## src/rtl/core/can_bts_pkg.sv

```systemverilog
package can_bts_pkg;

   // default search and segment limits
   localparam int DEF_MIN_QUANTA     = 8;
   localparam int DEF_MAX_QUANTA     = 25;
   localparam int DEF_MAX_PROP_SEG   = 8;
   localparam int DEF_MIN_PHASE_TWO  = 2;
   localparam int DEF_MAX_JUMP_WIDTH = 4;

   // field and datapath widths
   localparam int CLOCK_WIDTH   = 32;
   localparam int RATE_WIDTH    = 20;
   localparam int QUANTA_WIDTH  = 5;
   localparam int PRES_WIDTH    = 9;
   localparam int DIV_WIDTH     = 32;
   localparam int DIVISOR_WIDTH = 20;

   // largest prescaler the timing register can hold
   localparam logic [DIV_WIDTH-1:0] PRESCALE_LIMIT = DIV_WIDTH'(256);

   // sequencer states
   typedef enum logic [3:0] {
      S_IDLE,
      S_RATIO_GO,
      S_RATIO_WAIT,
      S_PRES_GO,
      S_PRES_WAIT,
      S_CLK_GO,
      S_CLK_WAIT,
      S_ACT_GO,
      S_ACT_WAIT,
      S_NEXT,
      S_REPORT
   } state_type;

   // request to the shared divider
   typedef struct packed {
      logic                     valid;
      logic [DIV_WIDTH-1:0]     dividend;
      logic [DIVISOR_WIDTH-1:0] divisor;
   } div_req_type;

   // answer from the shared divider
   typedef struct packed {
      logic                     done;
      logic [DIV_WIDTH-1:0]     quotient;
      logic [DIVISOR_WIDTH-1:0] remainder;
   } div_rsp_type;

   // result fields of one solve
   typedef struct packed {
      logic       status;
      logic [7:0] prescaler_code;
      logic [1:0] jump_width_code;
      logic [2:0] phase_one_code;
      logic [2:0] phase_two_code;
      logic [2:0] propagation_code;
   } result_type;

endpackage

```

## src/rtl/core/can_bts_div.sv

```systemverilog
module can_bts_div (
   input  logic                    clock,
   input  logic                    reset,
   input  can_bts_pkg::div_req_type req,
   output can_bts_pkg::div_rsp_type rsp
);

   localparam int DW = can_bts_pkg::DIV_WIDTH;
   localparam int VW = can_bts_pkg::DIVISOR_WIDTH;
   localparam int CW = $clog2(DW + 1);

   logic          run_ff, run_in;
   logic          done_ff, done_in;
   logic [CW-1:0] count_ff, count_in;
   logic [VW-1:0] rem_ff, rem_in;
   logic [DW-1:0] quo_ff, quo_in;
   logic [VW-1:0] divisor_ff, divisor_in;
   logic [VW:0]   trial;
   logic [VW:0]   trial_diff;
   logic          fits;

   // one restoring step: bring down the next dividend bit and try to subtract
   always_comb begin
      trial      = {rem_ff, quo_ff[DW-1]};
      trial_diff = trial - {1'b0, divisor_ff};
      fits       = (trial >= {1'b0, divisor_ff});
   end

   // step sequencing, one quotient bit per cycle
   always_comb begin
      run_in     = run_ff;
      done_in    = 1'b0;
      count_in   = count_ff;
      rem_in     = rem_ff;
      quo_in     = quo_ff;
      divisor_in = divisor_ff;
      if (req.valid) begin
         run_in     = 1'b1;
         count_in   = CW'(DW);
         rem_in     = '0;
         quo_in     = req.dividend;
         divisor_in = req.divisor;
      end else if (run_ff) begin
         rem_in   = fits ? trial_diff[VW-1:0] : trial[VW-1:0];
         quo_in   = {quo_ff[DW-2:0], fits};
         count_in = count_ff - CW'(1);
         if (count_ff == CW'(1)) begin
            run_in  = 1'b0;
            done_in = 1'b1;
         end
      end
   end

   // control registers
   always_ff @(posedge clock) begin
      if (reset) begin
         run_ff   <= 1'b0;
         done_ff  <= 1'b0;
         count_ff <= '0;
      end else begin
         run_ff   <= run_in;
         done_ff  <= done_in;
         count_ff <= count_in;
      end
   end

   // working registers
   always_ff @(posedge clock) begin
      rem_ff     <= rem_in;
      quo_ff     <= quo_in;
      divisor_ff <= divisor_in;
   end

   assign rsp.done      = done_ff;
   assign rsp.quotient  = quo_ff;
   assign rsp.remainder = rem_ff;

endmodule

```

## src/rtl/core/can_bts_seg.sv

```systemverilog
module can_bts_seg #(
   parameter int MIN_QUANTA     = can_bts_pkg::DEF_MIN_QUANTA,
   parameter int MAX_PROP_SEG   = can_bts_pkg::DEF_MAX_PROP_SEG,
   parameter int MIN_PHASE_TWO  = can_bts_pkg::DEF_MIN_PHASE_TWO,
   parameter int MAX_JUMP_WIDTH = can_bts_pkg::DEF_MAX_JUMP_WIDTH
) (
   input  logic [can_bts_pkg::QUANTA_WIDTH-1:0] best_t,
   input  logic [can_bts_pkg::PRES_WIDTH-1:0]   best_p,
   output can_bts_pkg::result_type              result
);

   localparam logic signed [6:0] MinQ   = 7'(MIN_QUANTA);
   localparam logic signed [6:0] MaxPro = 7'(MAX_PROP_SEG);
   localparam logic signed [6:0] MinPh2 = 7'(MIN_PHASE_TWO);
   localparam logic signed [6:0] MaxJw  = 7'(MAX_JUMP_WIDTH);
   localparam logic signed [6:0] SegMax = 7'sd8;
   localparam logic signed [6:0] JwMax  = 7'sd4;

   logic signed [6:0] t_s;
   logic signed [6:0] span;
   logic signed [6:0] p1;
   logic signed [6:0] p2;
   logic signed [6:0] prop;
   logic signed [6:0] rjw;
   logic              fail;

   // saturate a length to 1..hi and report it minus one
   function automatic logic [2:0] len_code(input logic signed [6:0] v,
                                           input logic signed [6:0] hi);
      logic signed [6:0] c;
      begin
         c = v;
         if (v < 7'sd1) c = 7'sd1;
         else if (v > hi) c = hi;
         c = c - 7'sd1;
         return c[2:0];
      end
   endfunction

   // segment split for the chosen count
   always_comb begin
      t_s  = signed'({2'b00, best_t});
      span = t_s - MaxPro;
      if (span < 7'sd0) span = 7'sd0;
      p2 = span >>> 1;
      if (p2 < MinPh2) p2 = MinPh2;
      p1   = (t_s == MinQ) ? 7'sd1 : p2;
      prop = t_s - p1 - p2 - 7'sd1;
      rjw  = (p1 < MaxJw) ? p1 : MaxJw;
   end

   // codes, all zero on failure
   always_comb begin
      fail          = (best_t == '0) || (best_p == '0);
      result        = '0;
      result.status = 1'b1;
      if (!fail) begin
         result.status           = 1'b0;
         result.prescaler_code   = 8'(best_p - can_bts_pkg::PRES_WIDTH'(1));
         result.jump_width_code  = 2'(len_code(rjw, JwMax));
         result.phase_one_code   = len_code(p1, SegMax);
         result.phase_two_code   = len_code(p2, SegMax);
         result.propagation_code = len_code(prop, SegMax);
      end
   end

endmodule

```

## src/rtl/core/can_bit_timing_solver.sv

```systemverilog
// channel   ports                          transfer
// request   start, busy, req_*             start high while busy low
// result    rsp_valid, rsp_*               one cycle with rsp_valid high
//
// a request runs as follows from its transfer to the result:
// a zero bit rate reports at once, otherwise a ratio division comes first,
// then each quanta count from the largest down costs up to three divisions
// on the one shared bit-serial divider plus one step state.
// busy is high from the request transfer and drops as the result shows.
// reset clears the sequencer and the result strobe; the receiver cannot stall.
module can_bit_timing_solver #(
   parameter int MIN_QUANTA     = can_bts_pkg::DEF_MIN_QUANTA,
   parameter int MAX_QUANTA     = can_bts_pkg::DEF_MAX_QUANTA,
   parameter int MAX_PROP_SEG   = can_bts_pkg::DEF_MAX_PROP_SEG,
   parameter int MIN_PHASE_TWO  = can_bts_pkg::DEF_MIN_PHASE_TWO,
   parameter int MAX_JUMP_WIDTH = can_bts_pkg::DEF_MAX_JUMP_WIDTH
) (
   input  logic        clock,
   input  logic        reset,
   input  logic        start,
   output logic        busy,
   input  logic [31:0] req_clock_hz,
   input  logic [19:0] req_bit_rate,
   output logic        rsp_valid,
   output logic        rsp_status,
   output logic [7:0]  rsp_prescaler_code,
   output logic [1:0]  rsp_jump_width_code,
   output logic [2:0]  rsp_phase_one_code,
   output logic [2:0]  rsp_phase_two_code,
   output logic [2:0]  rsp_propagation_code
);

   localparam int DW = can_bts_pkg::DIV_WIDTH;
   localparam int VW = can_bts_pkg::DIVISOR_WIDTH;
   localparam int RW = can_bts_pkg::RATE_WIDTH;
   localparam int QW = can_bts_pkg::QUANTA_WIDTH;
   localparam int PW = can_bts_pkg::PRES_WIDTH;

   localparam logic [QW-1:0] TMin     = QW'(MIN_QUANTA);
   localparam logic [QW-1:0] TMax     = QW'(MAX_QUANTA);
   localparam logic [DW-1:0] RatioMin = DW'(MIN_QUANTA - 1);
   localparam logic          NoCounts = (MIN_QUANTA > MAX_QUANTA);

   can_bts_pkg::state_type state_ff, state_in;

   logic [DW-1:0] clk_ff, clk_in;
   logic [RW-1:0] rate_ff, rate_in;
   logic [DW-1:0] ratio_ff, ratio_in;
   logic [DW-1:0] clkdiv_ff, clkdiv_in;
   logic [QW-1:0] t_ff, t_in;
   logic [PW-1:0] pres_ff, pres_in;
   logic [RW-1:0] lowest_ff, lowest_in;
   logic [QW-1:0] best_t_ff, best_t_in;
   logic [PW-1:0] best_p_ff, best_p_in;
   logic          rsp_valid_ff, rsp_valid_in;

   can_bts_pkg::result_type  result_ff, result_in;
   can_bts_pkg::result_type  seg_result;
   can_bts_pkg::div_req_type div_req;
   can_bts_pkg::div_rsp_type div_rsp;

   logic [DW-1:0] actual_diff;
   logic          quo_usable;

   // shared divider
   can_bts_div u_div (
      .clock (clock),
      .reset (reset),
      .req   (div_req),
      .rsp   (div_rsp)
   );

   // segment split of the kept count
   can_bts_seg #(
      .MIN_QUANTA     (MIN_QUANTA),
      .MAX_PROP_SEG   (MAX_PROP_SEG),
      .MIN_PHASE_TWO  (MIN_PHASE_TWO),
      .MAX_JUMP_WIDTH (MAX_JUMP_WIDTH)
   ) u_seg (
      .best_t (best_t_ff),
      .best_p (best_p_ff),
      .result (seg_result)
   );

   // distance of the achieved rate and prescaler range check
   always_comb begin
      actual_diff = (div_rsp.quotient > DW'(rate_ff)) ?
                    (div_rsp.quotient - DW'(rate_ff)) : (DW'(rate_ff) - div_rsp.quotient);
      quo_usable  = (div_rsp.quotient != '0) &&
                    (div_rsp.quotient <= can_bts_pkg::PRESCALE_LIMIT);
   end

   // next state
   always_comb begin
      state_in = state_ff;
      case (state_ff)
         can_bts_pkg::S_IDLE: begin
            if (start) begin
               state_in = (req_bit_rate == '0) ? can_bts_pkg::S_REPORT
                                               : can_bts_pkg::S_RATIO_GO;
            end
         end
         can_bts_pkg::S_RATIO_GO:   state_in = can_bts_pkg::S_RATIO_WAIT;
         can_bts_pkg::S_RATIO_WAIT: begin
            if (div_rsp.done) begin
               if (div_rsp.quotient < RatioMin || NoCounts) begin
                  state_in = can_bts_pkg::S_REPORT;
               end else begin
                  state_in = can_bts_pkg::S_PRES_GO;
               end
            end
         end
         can_bts_pkg::S_PRES_GO:    state_in = can_bts_pkg::S_PRES_WAIT;
         can_bts_pkg::S_PRES_WAIT: begin
            if (div_rsp.done) begin
               if (!quo_usable) begin
                  state_in = can_bts_pkg::S_NEXT;
               end else if (div_rsp.remainder == '0) begin
                  state_in = can_bts_pkg::S_REPORT;
               end else begin
                  state_in = can_bts_pkg::S_CLK_GO;
               end
            end
         end
         can_bts_pkg::S_CLK_GO:     state_in = can_bts_pkg::S_CLK_WAIT;
         can_bts_pkg::S_CLK_WAIT: begin
            if (div_rsp.done) state_in = can_bts_pkg::S_ACT_GO;
         end
         can_bts_pkg::S_ACT_GO:     state_in = can_bts_pkg::S_ACT_WAIT;
         can_bts_pkg::S_ACT_WAIT: begin
            if (div_rsp.done) state_in = can_bts_pkg::S_NEXT;
         end
         can_bts_pkg::S_NEXT: begin
            state_in = (t_ff == TMin) ? can_bts_pkg::S_REPORT : can_bts_pkg::S_PRES_GO;
         end
         can_bts_pkg::S_REPORT:     state_in = can_bts_pkg::S_IDLE;
         default:                   state_in = can_bts_pkg::S_IDLE;
      endcase
   end

   // outputs and datapath updates
   always_comb begin
      busy         = (state_ff != can_bts_pkg::S_IDLE);
      div_req      = '0;
      clk_in       = clk_ff;
      rate_in      = rate_ff;
      ratio_in     = ratio_ff;
      clkdiv_in    = clkdiv_ff;
      t_in         = t_ff;
      pres_in      = pres_ff;
      lowest_in    = lowest_ff;
      best_t_in    = best_t_ff;
      best_p_in    = best_p_ff;
      rsp_valid_in = 1'b0;
      result_in    = result_ff;
      case (state_ff)
         can_bts_pkg::S_IDLE: begin
            if (start) begin
               clk_in    = req_clock_hz;
               rate_in   = req_bit_rate;
               lowest_in = req_bit_rate;
               best_t_in = '0;
               best_p_in = '0;
               t_in      = TMax;
            end
         end
         can_bts_pkg::S_RATIO_GO: begin
            div_req.valid    = 1'b1;
            div_req.dividend = clk_ff;
            div_req.divisor  = VW'(rate_ff);
         end
         can_bts_pkg::S_RATIO_WAIT: begin
            if (div_rsp.done) ratio_in = div_rsp.quotient;
         end
         can_bts_pkg::S_PRES_GO: begin
            div_req.valid    = 1'b1;
            div_req.dividend = ratio_ff;
            div_req.divisor  = VW'(t_ff);
         end
         can_bts_pkg::S_PRES_WAIT: begin
            if (div_rsp.done && quo_usable) begin
               pres_in = div_rsp.quotient[PW-1:0];
               if (div_rsp.remainder == '0) begin
                  best_t_in = t_ff;
                  best_p_in = div_rsp.quotient[PW-1:0];
               end
            end
         end
         can_bts_pkg::S_CLK_GO: begin
            div_req.valid    = 1'b1;
            div_req.dividend = clk_ff;
            div_req.divisor  = VW'(pres_ff);
         end
         can_bts_pkg::S_CLK_WAIT: begin
            if (div_rsp.done) clkdiv_in = div_rsp.quotient;
         end
         can_bts_pkg::S_ACT_GO: begin
            div_req.valid    = 1'b1;
            div_req.dividend = clkdiv_ff;
            div_req.divisor  = VW'(t_ff);
         end
         can_bts_pkg::S_ACT_WAIT: begin
            // keep only a strictly nearer rate
            if (div_rsp.done && (actual_diff < DW'(lowest_ff))) begin
               lowest_in = actual_diff[RW-1:0];
               best_t_in = t_ff;
               best_p_in = pres_ff;
            end
         end
         can_bts_pkg::S_NEXT: begin
            if (t_ff != TMin) t_in = t_ff - QW'(1);
         end
         can_bts_pkg::S_REPORT: begin
            rsp_valid_in = 1'b1;
            result_in    = seg_result;
         end
         default: begin
            rsp_valid_in = 1'b0;
         end
      endcase
   end

   // control registers
   always_ff @(posedge clock) begin
      if (reset) begin
         state_ff     <= can_bts_pkg::S_IDLE;
         rsp_valid_ff <= 1'b0;
      end else begin
         state_ff     <= state_in;
         rsp_valid_ff <= rsp_valid_in;
      end
   end

   // search registers and result fields
   always_ff @(posedge clock) begin
      clk_ff    <= clk_in;
      rate_ff   <= rate_in;
      ratio_ff  <= ratio_in;
      clkdiv_ff <= clkdiv_in;
      t_ff      <= t_in;
      pres_ff   <= pres_in;
      lowest_ff <= lowest_in;
      best_t_ff <= best_t_in;
      best_p_ff <= best_p_in;
      result_ff <= result_in;
   end

   assign rsp_valid            = rsp_valid_ff;
   assign rsp_status           = result_ff.status;
   assign rsp_prescaler_code   = result_ff.prescaler_code;
   assign rsp_jump_width_code  = result_ff.jump_width_code;
   assign rsp_phase_one_code   = result_ff.phase_one_code;
   assign rsp_phase_two_code   = result_ff.phase_two_code;
   assign rsp_propagation_code = result_ff.propagation_code;

endmodule

```

## config.mk

```make
export PLATFORM = sky130hd
export DESIGN_NAME = can_bit_timing_solver
export DESIGN_NICKNAME = d
export VERILOG_FILES = /design/src/rtl/core/can_bts_pkg.sv /design/src/rtl/core/can_bts_div.sv /design/src/rtl/core/can_bts_seg.sv /design/src/rtl/core/can_bit_timing_solver.sv
export SDC_FILE = /design/constraint.sdc
export NUM_CORES = 1
export LEC_CHECK = 0
export BUFFER_PORTS_ARGS = -buffer_cell sky130_fd_sc_hd__buf_2
export CAP_MARGIN = 20
export CORE_ASPECT_RATIO = 2
export CORE_MARGIN = 10
export CORE_UTILIZATION = 50
export CTS_CLUSTER_SIZE = 24
export DETAILED_ROUTE_END_ITERATION = 10
export HOLD_SLACK_MARGIN = 0.08
export PLACE_DENSITY = 0.67
export SYNTH_ARGS = -nofsm -noshare
export SYNTH_HDL_FRONTEND = slang
export SYNTH_HIERARCHICAL = 1
export SYNTH_SLANG_ARGS = --single-unit
```

## constraint.sdc

```tcl
create_clock -name clock -period 11.4 [get_ports clock]
set_input_delay 2.28 -clock clock [delete_from_list [all_inputs] [get_ports clock]]
set_output_delay 2.28 -clock clock [all_outputs]
set_load 0.005 [all_outputs]
```

==> metrics.cfg, run 1 <==
[status]
result_of_the_run = finished, final reports clean

[timing]
whs_ns = 0.4960
max_clk_rate_mhz = 164.2
timing.clock.skew_ns = 0.02393
report.final.setup_viol = 0
worst_pin_slew_ns = 1.069
slew-limit-headroom = 0.2876
min_period_over_period = 0.5344
rsz0062_at_grt = no
fin_setup_tns_ns = 0
hold_viol_final = 0
setup_ws_ns = 5.308
maxSlewViolCount = 0
fin_crit_ns = 6.092

[critical_path]
worst_setup_path_endpoint = lowest_ff[17]$_DFFE_PP_
cp.depth = 23
cell_with_the_biggest_individual_delay_on_the_critical_path = a21oi_4
timing_worst_setup_path_type = reg2reg
cp-end-kind = flop
library_cell_appearing_most_often_on_the_critical_path = a21o_1
critPathTopFamily = compound AO/OA/AOI/OAI gates
critical-path-max-stage-delay_ns = 0.54
rr_startpoint = u_div/quo_ff[0]$_DFFE_PP_
cp_max_fo = 20
worst_ep_required_time_ns = 11.64
timing.rr.end = lowest_ff[17]$_DFFE_PP_
timing.critical_path.buf_inv = 3
crit_path_start_kind = flop
ff2ff_setup_slack_ns = 5.31
reg2reg_depth = 23
crit_arrival_ns = 6.33
worst_setup_path_startpoint = u_div/quo_ff[0]$_DFFE_PP_
timing.critical_path.cells = inv_1 -> ha_1 -> inv_1 -> fa_1 -> a211oi_2 -> o211a_1 -> a2111oi_0 -> or3_1 -> a21oi_4 -> mux2_4 -> o21ai_0 -> xor2_1 -> ha_1 -> a21o_1 -> a21o_1 -> a21o_1 -> a21oi_1 -> o21ai_0 -> a31o_2 -> a21oi_1 -> nand2_1 -> o41ai_2 -> buf_4

[die]
dieArea_um2 = 39110
boundaryPins = 77
die_h_um = 269.9
start_util = 0.5059
floorplan.core_area_um2 = 30860
core.rowCount = 91
die_x_um = 144.9

[drt]
drt_drc_violations_left = 0
route.vias.total = 11662
antenna_violating_nets_post_route = 0
drt_pre_antenna_iters = 5
routed_wire_length_per_instance_um = 23.34
detail_route.vias_per_cell = 5.974
detail_route.wirelength_um = 45560
drt-initial-drc-count = 846

[clock_network]
clk_pin_slew_worst_setup_hold_paths_ns = 0.07
htree_levels = 1
clock_path_buffers = 3
post_cts_resized = 0
cts_post_setup_buffers_inserted = 0
cts_made_buffers = 26
root_buffer = clkbuf_16
clkLatencyLatePin_ns = 0.57
tritoncts = built
cts_hold_buf = 0
cts.sink_count = 269

[finish]
layout_cells_sized_above_1 = 0.1473
antenna-diode-count = 0
layout.cells.non_filler = 1952
nNetsFinal = 1665
final_common_cell = edfxtp_1
layout_common_cells = 236 x edfxtp_1, 133 x nand2_1, 117 x nor2_1
syn2layout_area_growth_pct = 10.08

[power]
power.share.sequential = 0.332
power.leakage_nw = 6.592
p_clk_frac = 0.171
p_int_mw = 2.896
comb_power_share = 0.497
peakVddDrop_mv = 0.1759
p_per_area_nw_per_um2 = 301.4
swShare = 0.4408
power.switching_mw = 2.283

[global_routing]
first_global_vias = 12139
grt-ovfl-total = 0
antenna_violations_before_repair = 1
wire_length_of_the_first_global_routing_pass_um = 68780
overall_global_routing_usage = 0.2241
grt_start_max_net_pins = 64

[placed_design]
gp_congestion = 0.9741
place_hpwl_um = 34750
placed_cells = 1904
port_buffers = 76
post-place-ws_ns = 5.420

[yosys]
yosys.area.top_type_share = 0.4540
post_synth.cell_area_avg_um2 = 10.70
postSynthNetCount = 1610
synth.cell_area_um2 = 15610
synth.distinct_cells = 92
cell_count_after_synthesis = 1459
ys_async_sr_fraction = 0
synth_edf_count = 236
synth.yosys.seq_area_share = 0.4964
synth.largest_area_cell = edfxtp_1
synth_top_cells_by_area = edfxtp_1 45%, ha_1 7.4%, dfxtp_1 4.2%
dominantRegCellSynth = edfxtp_1
ys_ff_latch = 269
yosys_warnings = 6

[run]
timing.max_cap.violations = 0

[worst_hold_path]
hold_class = reg2reg

-- layout make-up --
type / count / area, µm²
clock buffers: 29 / 671.9
clock inverters: 19 / 198.9
fillers: 2744 / 13670
inverters: 113 / 424.2
multi-input cells: 1013 / 7122
flip-flops and latches: 269 / 7749
well taps: 418 / 523.0
repair buffers: 91 / 493.0
-- tightest hold or removal path: stages (launching register included) --
cell and delay (ns):
dfxtp_1 0.32, nor2_1 0.08, a211oi_1 0.04
-- power by group through the flow --
stage / clock network (mW) / logic, mW / registers, mW
6_report: 0.885 / 2.58 / 1.72
5_1_grt: 0.941 / 2.82 / 1.74
4_1_cts: 0.903 / 2.56 / 1.72
3_5_place_dp: 0 / 2.54 / 1.74
3_3_place_gp: 0 / 2.53 / 1.73
2_1_floorplan: 0 / 1.91 / 1.60
-- through the flow --
step | util | power [mW] | cell area [µm²]
6_report | 0.5568 | 5.179 | 17180
5_1_grt | 0.5568 | 5.501 | 17180
4_1_cts | 0.5568 | 5.179 | 17180
3_5_place_dp | 0.5286 | 4.280 | 16310
3_3_place_gp | 0.5286 | 4.254 | 16310
2_1_floorplan | - | 3.509 | 15610
-- metal layers --
metal,share of wire,vias to the layer above,track usage
li1,-,5459,-
met1,0.32,5658,0.2007
met2,0.56,366,0.4379
met3,0.038,179,0.03020
met4,0.080,0,0.1671
met5,0,-,0
-- registers in the layout, indices dropped and copies added (netlist names) --
name                  count
rate_ff                  20
u_div/divisor_ff         20
clk_ff                   32
state_ff                  4
u_div/rem_ff             20
u_div/done_ff             1
rsp_valid                 1
lowest_ff                20
u_div/run_ff              1
rsp_phase_two_code        3
u_div/count_ff            6
ratio_ff                 32
t_ff                      5
u_div/quo_ff             32
rsp_propagation_code      3
best_t_ff                 5
rsp_status                1
rsp_phase_one_code        3
pres_ff                   9
rsp_jump_width_code       2
clkdiv_ff                32
rsp_prescaler_code        8
best_p_ff                 9
-- synth_stat cells (all sizes together) (4+ instances only) --
master / n
or2: 6
o221ai: 6
a22o: 12
xnor2: 32
nor2: 120
o21ai: 93
or3: 13
nor3: 44
a32oi: 4
a211oi: 28
a21o: 24
clkbuf: 34
and2: 7
inv: 113
nor2b: 11
o22ai: 4
xor2: 23
nand2: 134
nand2b: 11
mux2: 44
dfxtp: 33
nor4: 21
nand4: 14
nand3: 27
edfxtp: 236
a21boi: 5
o21a: 8
o2111ai: 5
ha: 92
fa: 4
a2111oi: 5
a31oi: 8
o311ai: 9
and3: 9
buf: 30
o21bai: 6
o211ai: 5
mux2i: 57
a21oi: 84
-- how the worst min path moves through the flow --
stage | startpoint | endpoint | slack (ns) | depth (start not counted)
after global placement | u_div/count_ff[0]$_SDFFE_PP0P_ | u_div/count_ff[0]$_SDFFE_PP0P_ | 0.47 | 2
after floorplan | u_div/rem_ff[15]$_SDFFE_PP0P_ | u_div/rem_ff[15]$_SDFFE_PP0P_ | 0.46 | 2
after CTS | u_div/count_ff[1]$_SDFFE_PP0P_ | u_div/count_ff[1]$_SDFFE_PP0P_ | 0.50 | 2
final | u_div/count_ff[1]$_SDFFE_PP0P_ | u_div/count_ff[1]$_SDFFE_PP0P_ | 0.50 | 2
after detailed placement | u_div/count_ff[1]$_SDFFE_PP0P_ | u_div/count_ff[1]$_SDFFE_PP0P_ | 0.49 | 2
after global routing | u_div/count_ff[1]$_SDFFE_PP0P_ | u_div/count_ff[1]$_SDFFE_PP0P_ | 0.53 | 2
-- cells by family (layout without fill, tap and decap cells) --
kind of cell / count (synthesis) / after routing / synth area share
DFF: 269 / 269 / 0.4964
muxes: 101 / 101 / 0.06878
adders and majority gates: 96 / 96 / 0.07888
buffers and inverters: 177 / 252 / 0.04842
xor gates and xnor gates: 55 / 55 / 0.03086
and+or+nand+nor: 432 / 432 / 0.1349
AOI/OAI and AO/OA: 329 / 329 / 0.1418
(Power assumes the default switching activity.)
==> inputs of run 2 (changes only) <==
--- a/config.mk
+++ b/config.mk
@@ -13,7 +13,7 @@
 export CTS_CLUSTER_SIZE = 24
 export DETAILED_ROUTE_END_ITERATION = 10
 export HOLD_SLACK_MARGIN = 0.08
-export PLACE_DENSITY = 0.67
+export PLACE_DENSITY = 0.7
 export SYNTH_ARGS = -nofsm -noshare
 export SYNTH_HDL_FRONTEND = slang
 export SYNTH_HIERARCHICAL = 1
==> constraint.sdc (replaced) <==
create_clock -name clock -period 4.9 [get_ports clock]
set_input_delay 0.98 -clock clock [delete_from_list [all_inputs] [get_ports clock]]
set_output_delay 0.98 -clock clock [all_outputs]
set_load 0.005 [all_outputs]
==> run 2 against run 1 <==
Effect of this change: power grew to 2.7 times the previous value; hold slack lost 0.0092 ns; first-iteration DRC count is 22% lower; flip-flop and latch count is the same; highest routed layer unchanged; fmax is 19% higher; clock skew down 0.0070 ns; largest power group unchanged; critical path depth unchanged; die area unchanged; sequential share of layout area shrank 3.8 points; the run now ends with negative setup slack left; clock-buffer cell count is 6 higher; via count rose by 6.5%; combinational power increased to 3.1 times the previous value.
==> metrics.cfg, run 2 (synthesis results as in run 1) <==
[finish]
nNetsFinal = 1850
layout.cells.non_filler = 2136
layout_cells_sized_above_1 = 0.2497
layout_common_cells = 236 x edfxtp_1, 197 x buf_4, 133 x nand2_1
syn2layout_area_growth_pct = 20.14
final_common_cell = edfxtp_1
antenna-diode-count = 0
fillerInstances = 2602
finish.utilization = 0.6078

[timing]
worst_pin_slew_ns = 1.049
timing.clock.skew_ns = 0.01696
fin_crit_ns = 5.133
slew-limit-headroom = 0.2984
fin_setup_tns_ns = -5.538
min_period_over_period = 1.048
whs_ns = 0.4868
report.final.setup_viol = 34
setup_ws_ns = -0.2328
hold_viol_final = 0
max_clk_rate_mhz = 194.8
maxSlewViolCount = 0
rsz0062_at_grt = yes

[die]
floorplan.core_area_um2 = 30860
boundaryPins = 77
die_x_um = 144.9
die_h_um = 269.9
core.rowCount = 91
dieArea_um2 = 39110
start_util = 0.5059

[clock_network]
root_buffer = clkbuf_16
clock_path_buffers = 3
cts_made_buffers = 25
tritoncts = built
clkLatencyLatePin_ns = 0.57
cts_hold_buf = 0
clk_pin_slew_worst_setup_hold_paths_ns = 0.07
cts.sink_count = 269
htree_levels = 1

[power]
power.leakage_nw = 7.548
p_per_area_nw_per_um2 = 732.5
peakVddDrop_mv = 0.3793

[global_routing]
antenna_violations_before_repair = 0
wire_length_of_the_first_global_routing_pass_um = 76620
grt_start_max_net_pins = 53
first_global_vias = 13031
overall_global_routing_usage = 0.2579
grt-ovfl-total = 0

[drt]
drt_pre_antenna_iters = 5
detail_route.vias_per_cell = 5.815
route.vias.total = 12420
antenna_violating_nets_post_route = 0
drt_drc_violations_left = 0
detail_route.wirelength_um = 51810
routed_wire_length_per_instance_um = 24.26
drt-initial-drc-count = 663

[critical_path]
crit_path_start_kind = flop
cp_max_fo = 5
crit_arrival_ns = 5.42
worst_ep_required_time_ns = 5.19
timing_worst_setup_path_type = reg2reg
cp-end-kind = flop
ff2ff_setup_slack_ns = -0.23

[placed_design]
post-place-ws_ns = -0.2874
gp_congestion = 0.9861
placed_cells = 2080
place_hpwl_um = 40430
port_buffers = 76

[worst_hold_path]
hold_class = reg2reg

[run]
timing.max_cap.violations = 0

[status]
violations = negative setup slack
result_of_the_run = finished, violations left

## run 2: cell count changes in the layout (fill, tap and decap cells not counted), sizes merged
| cell | change |
|---|---|
| clkinvlp | -3 |
| clkinv | -8 |
| buf | +185 |
| clkbuf | +6 |
| bufbuf | +1 |
| inv | +3 |
## run 2: final timing paths
kind	start	endpoint	cells past startpoint
worst min-delay path	u_div/count_ff[0]$_SDFFE_PP0P_	u_div/count_ff[0]$_SDFFE_PP0P_	2
worst max register to register	u_div/quo_ff[0]$_DFFE_PP_	lowest_ff[10]$_DFFE_PP_	23
worst max-delay path	u_div/quo_ff[0]$_DFFE_PP_	lowest_ff[10]$_DFFE_PP_	23
worst min register to register	u_div/count_ff[0]$_SDFFE_PP0P_	u_div/count_ff[0]$_SDFFE_PP0P_	2
## run 2: routing by layer
layer	global-route usage	up-vias	routed length (µm)
met1	0.2136	6025	15440
li1	-	5839	-
met5	0	-	0
met4	0.2532	0	5656
met3	0.02902	187	1790
met2	0.5005	369	28930
## run 2: through the flow
| step | cell area (µm²) | total power [mW] |
|---|---|---|
| finish | 18750 | 13.74 |
| global route | 18750 | 14.50 |
| CTS | 18710 | 13.63 |
| detailed placement | 17710 | 11.40 |
| global placement | 17710 | 11.24 |
| floorplan | 15680 | 8.206 |
## run 2: repair_timing
| action | CTS | global route |
|---|---|---|
| pin swaps | 6 | 8 |
| resized for setup | 8 | 6 |
| setup endpoints to repair | 34 | 34 |
| setup buffers | 6 | 1 |
| cloned | 2 | 0 |
## run 2: where the power goes
| group | switching [mW] | internal (mW) |
|---|---|---|
| combinational | 4.63 | 3.35 |
| clock | 0.883 | 1.16 |
| sequential | 0.381 | 3.33 |
## run 2: final cells by class
class                      instances  area [µm²]  share of cell area
clock inverter                    11       152.6            0.008140
sequential                       269        7749              0.4132
multi-input combinational       1013        7268              0.3876
timing repair buffer             277        1943              0.1036
clock buffer                      35       693.2             0.03696
tap                              418       523.0             0.02789
inverter                         113       424.2             0.02262
## run 2: critical path: stages, from the launching register on
cell and delay, ns:
edfxtp_1 0.40, inv_1 0.08, ha_2 0.18, inv_2 0.04
fa_2 0.34, a211oi_2 0.25, o211a_1 0.18, a2111oi_0 0.07
or3_4 0.36, a21oi_4 0.24, mux2_4 0.33, o21ai_2 0.13
xor2_1 0.13, ha_2 0.18, a21o_1 0.17, a21o_1 0.16
a21o_1 0.16, a21oi_1 0.14, o21ai_1 0.08, a31o_2 0.23
a21oi_2 0.12, nand2_1 0.10, o41ai_4 0.41, bufbuf_16 0.33
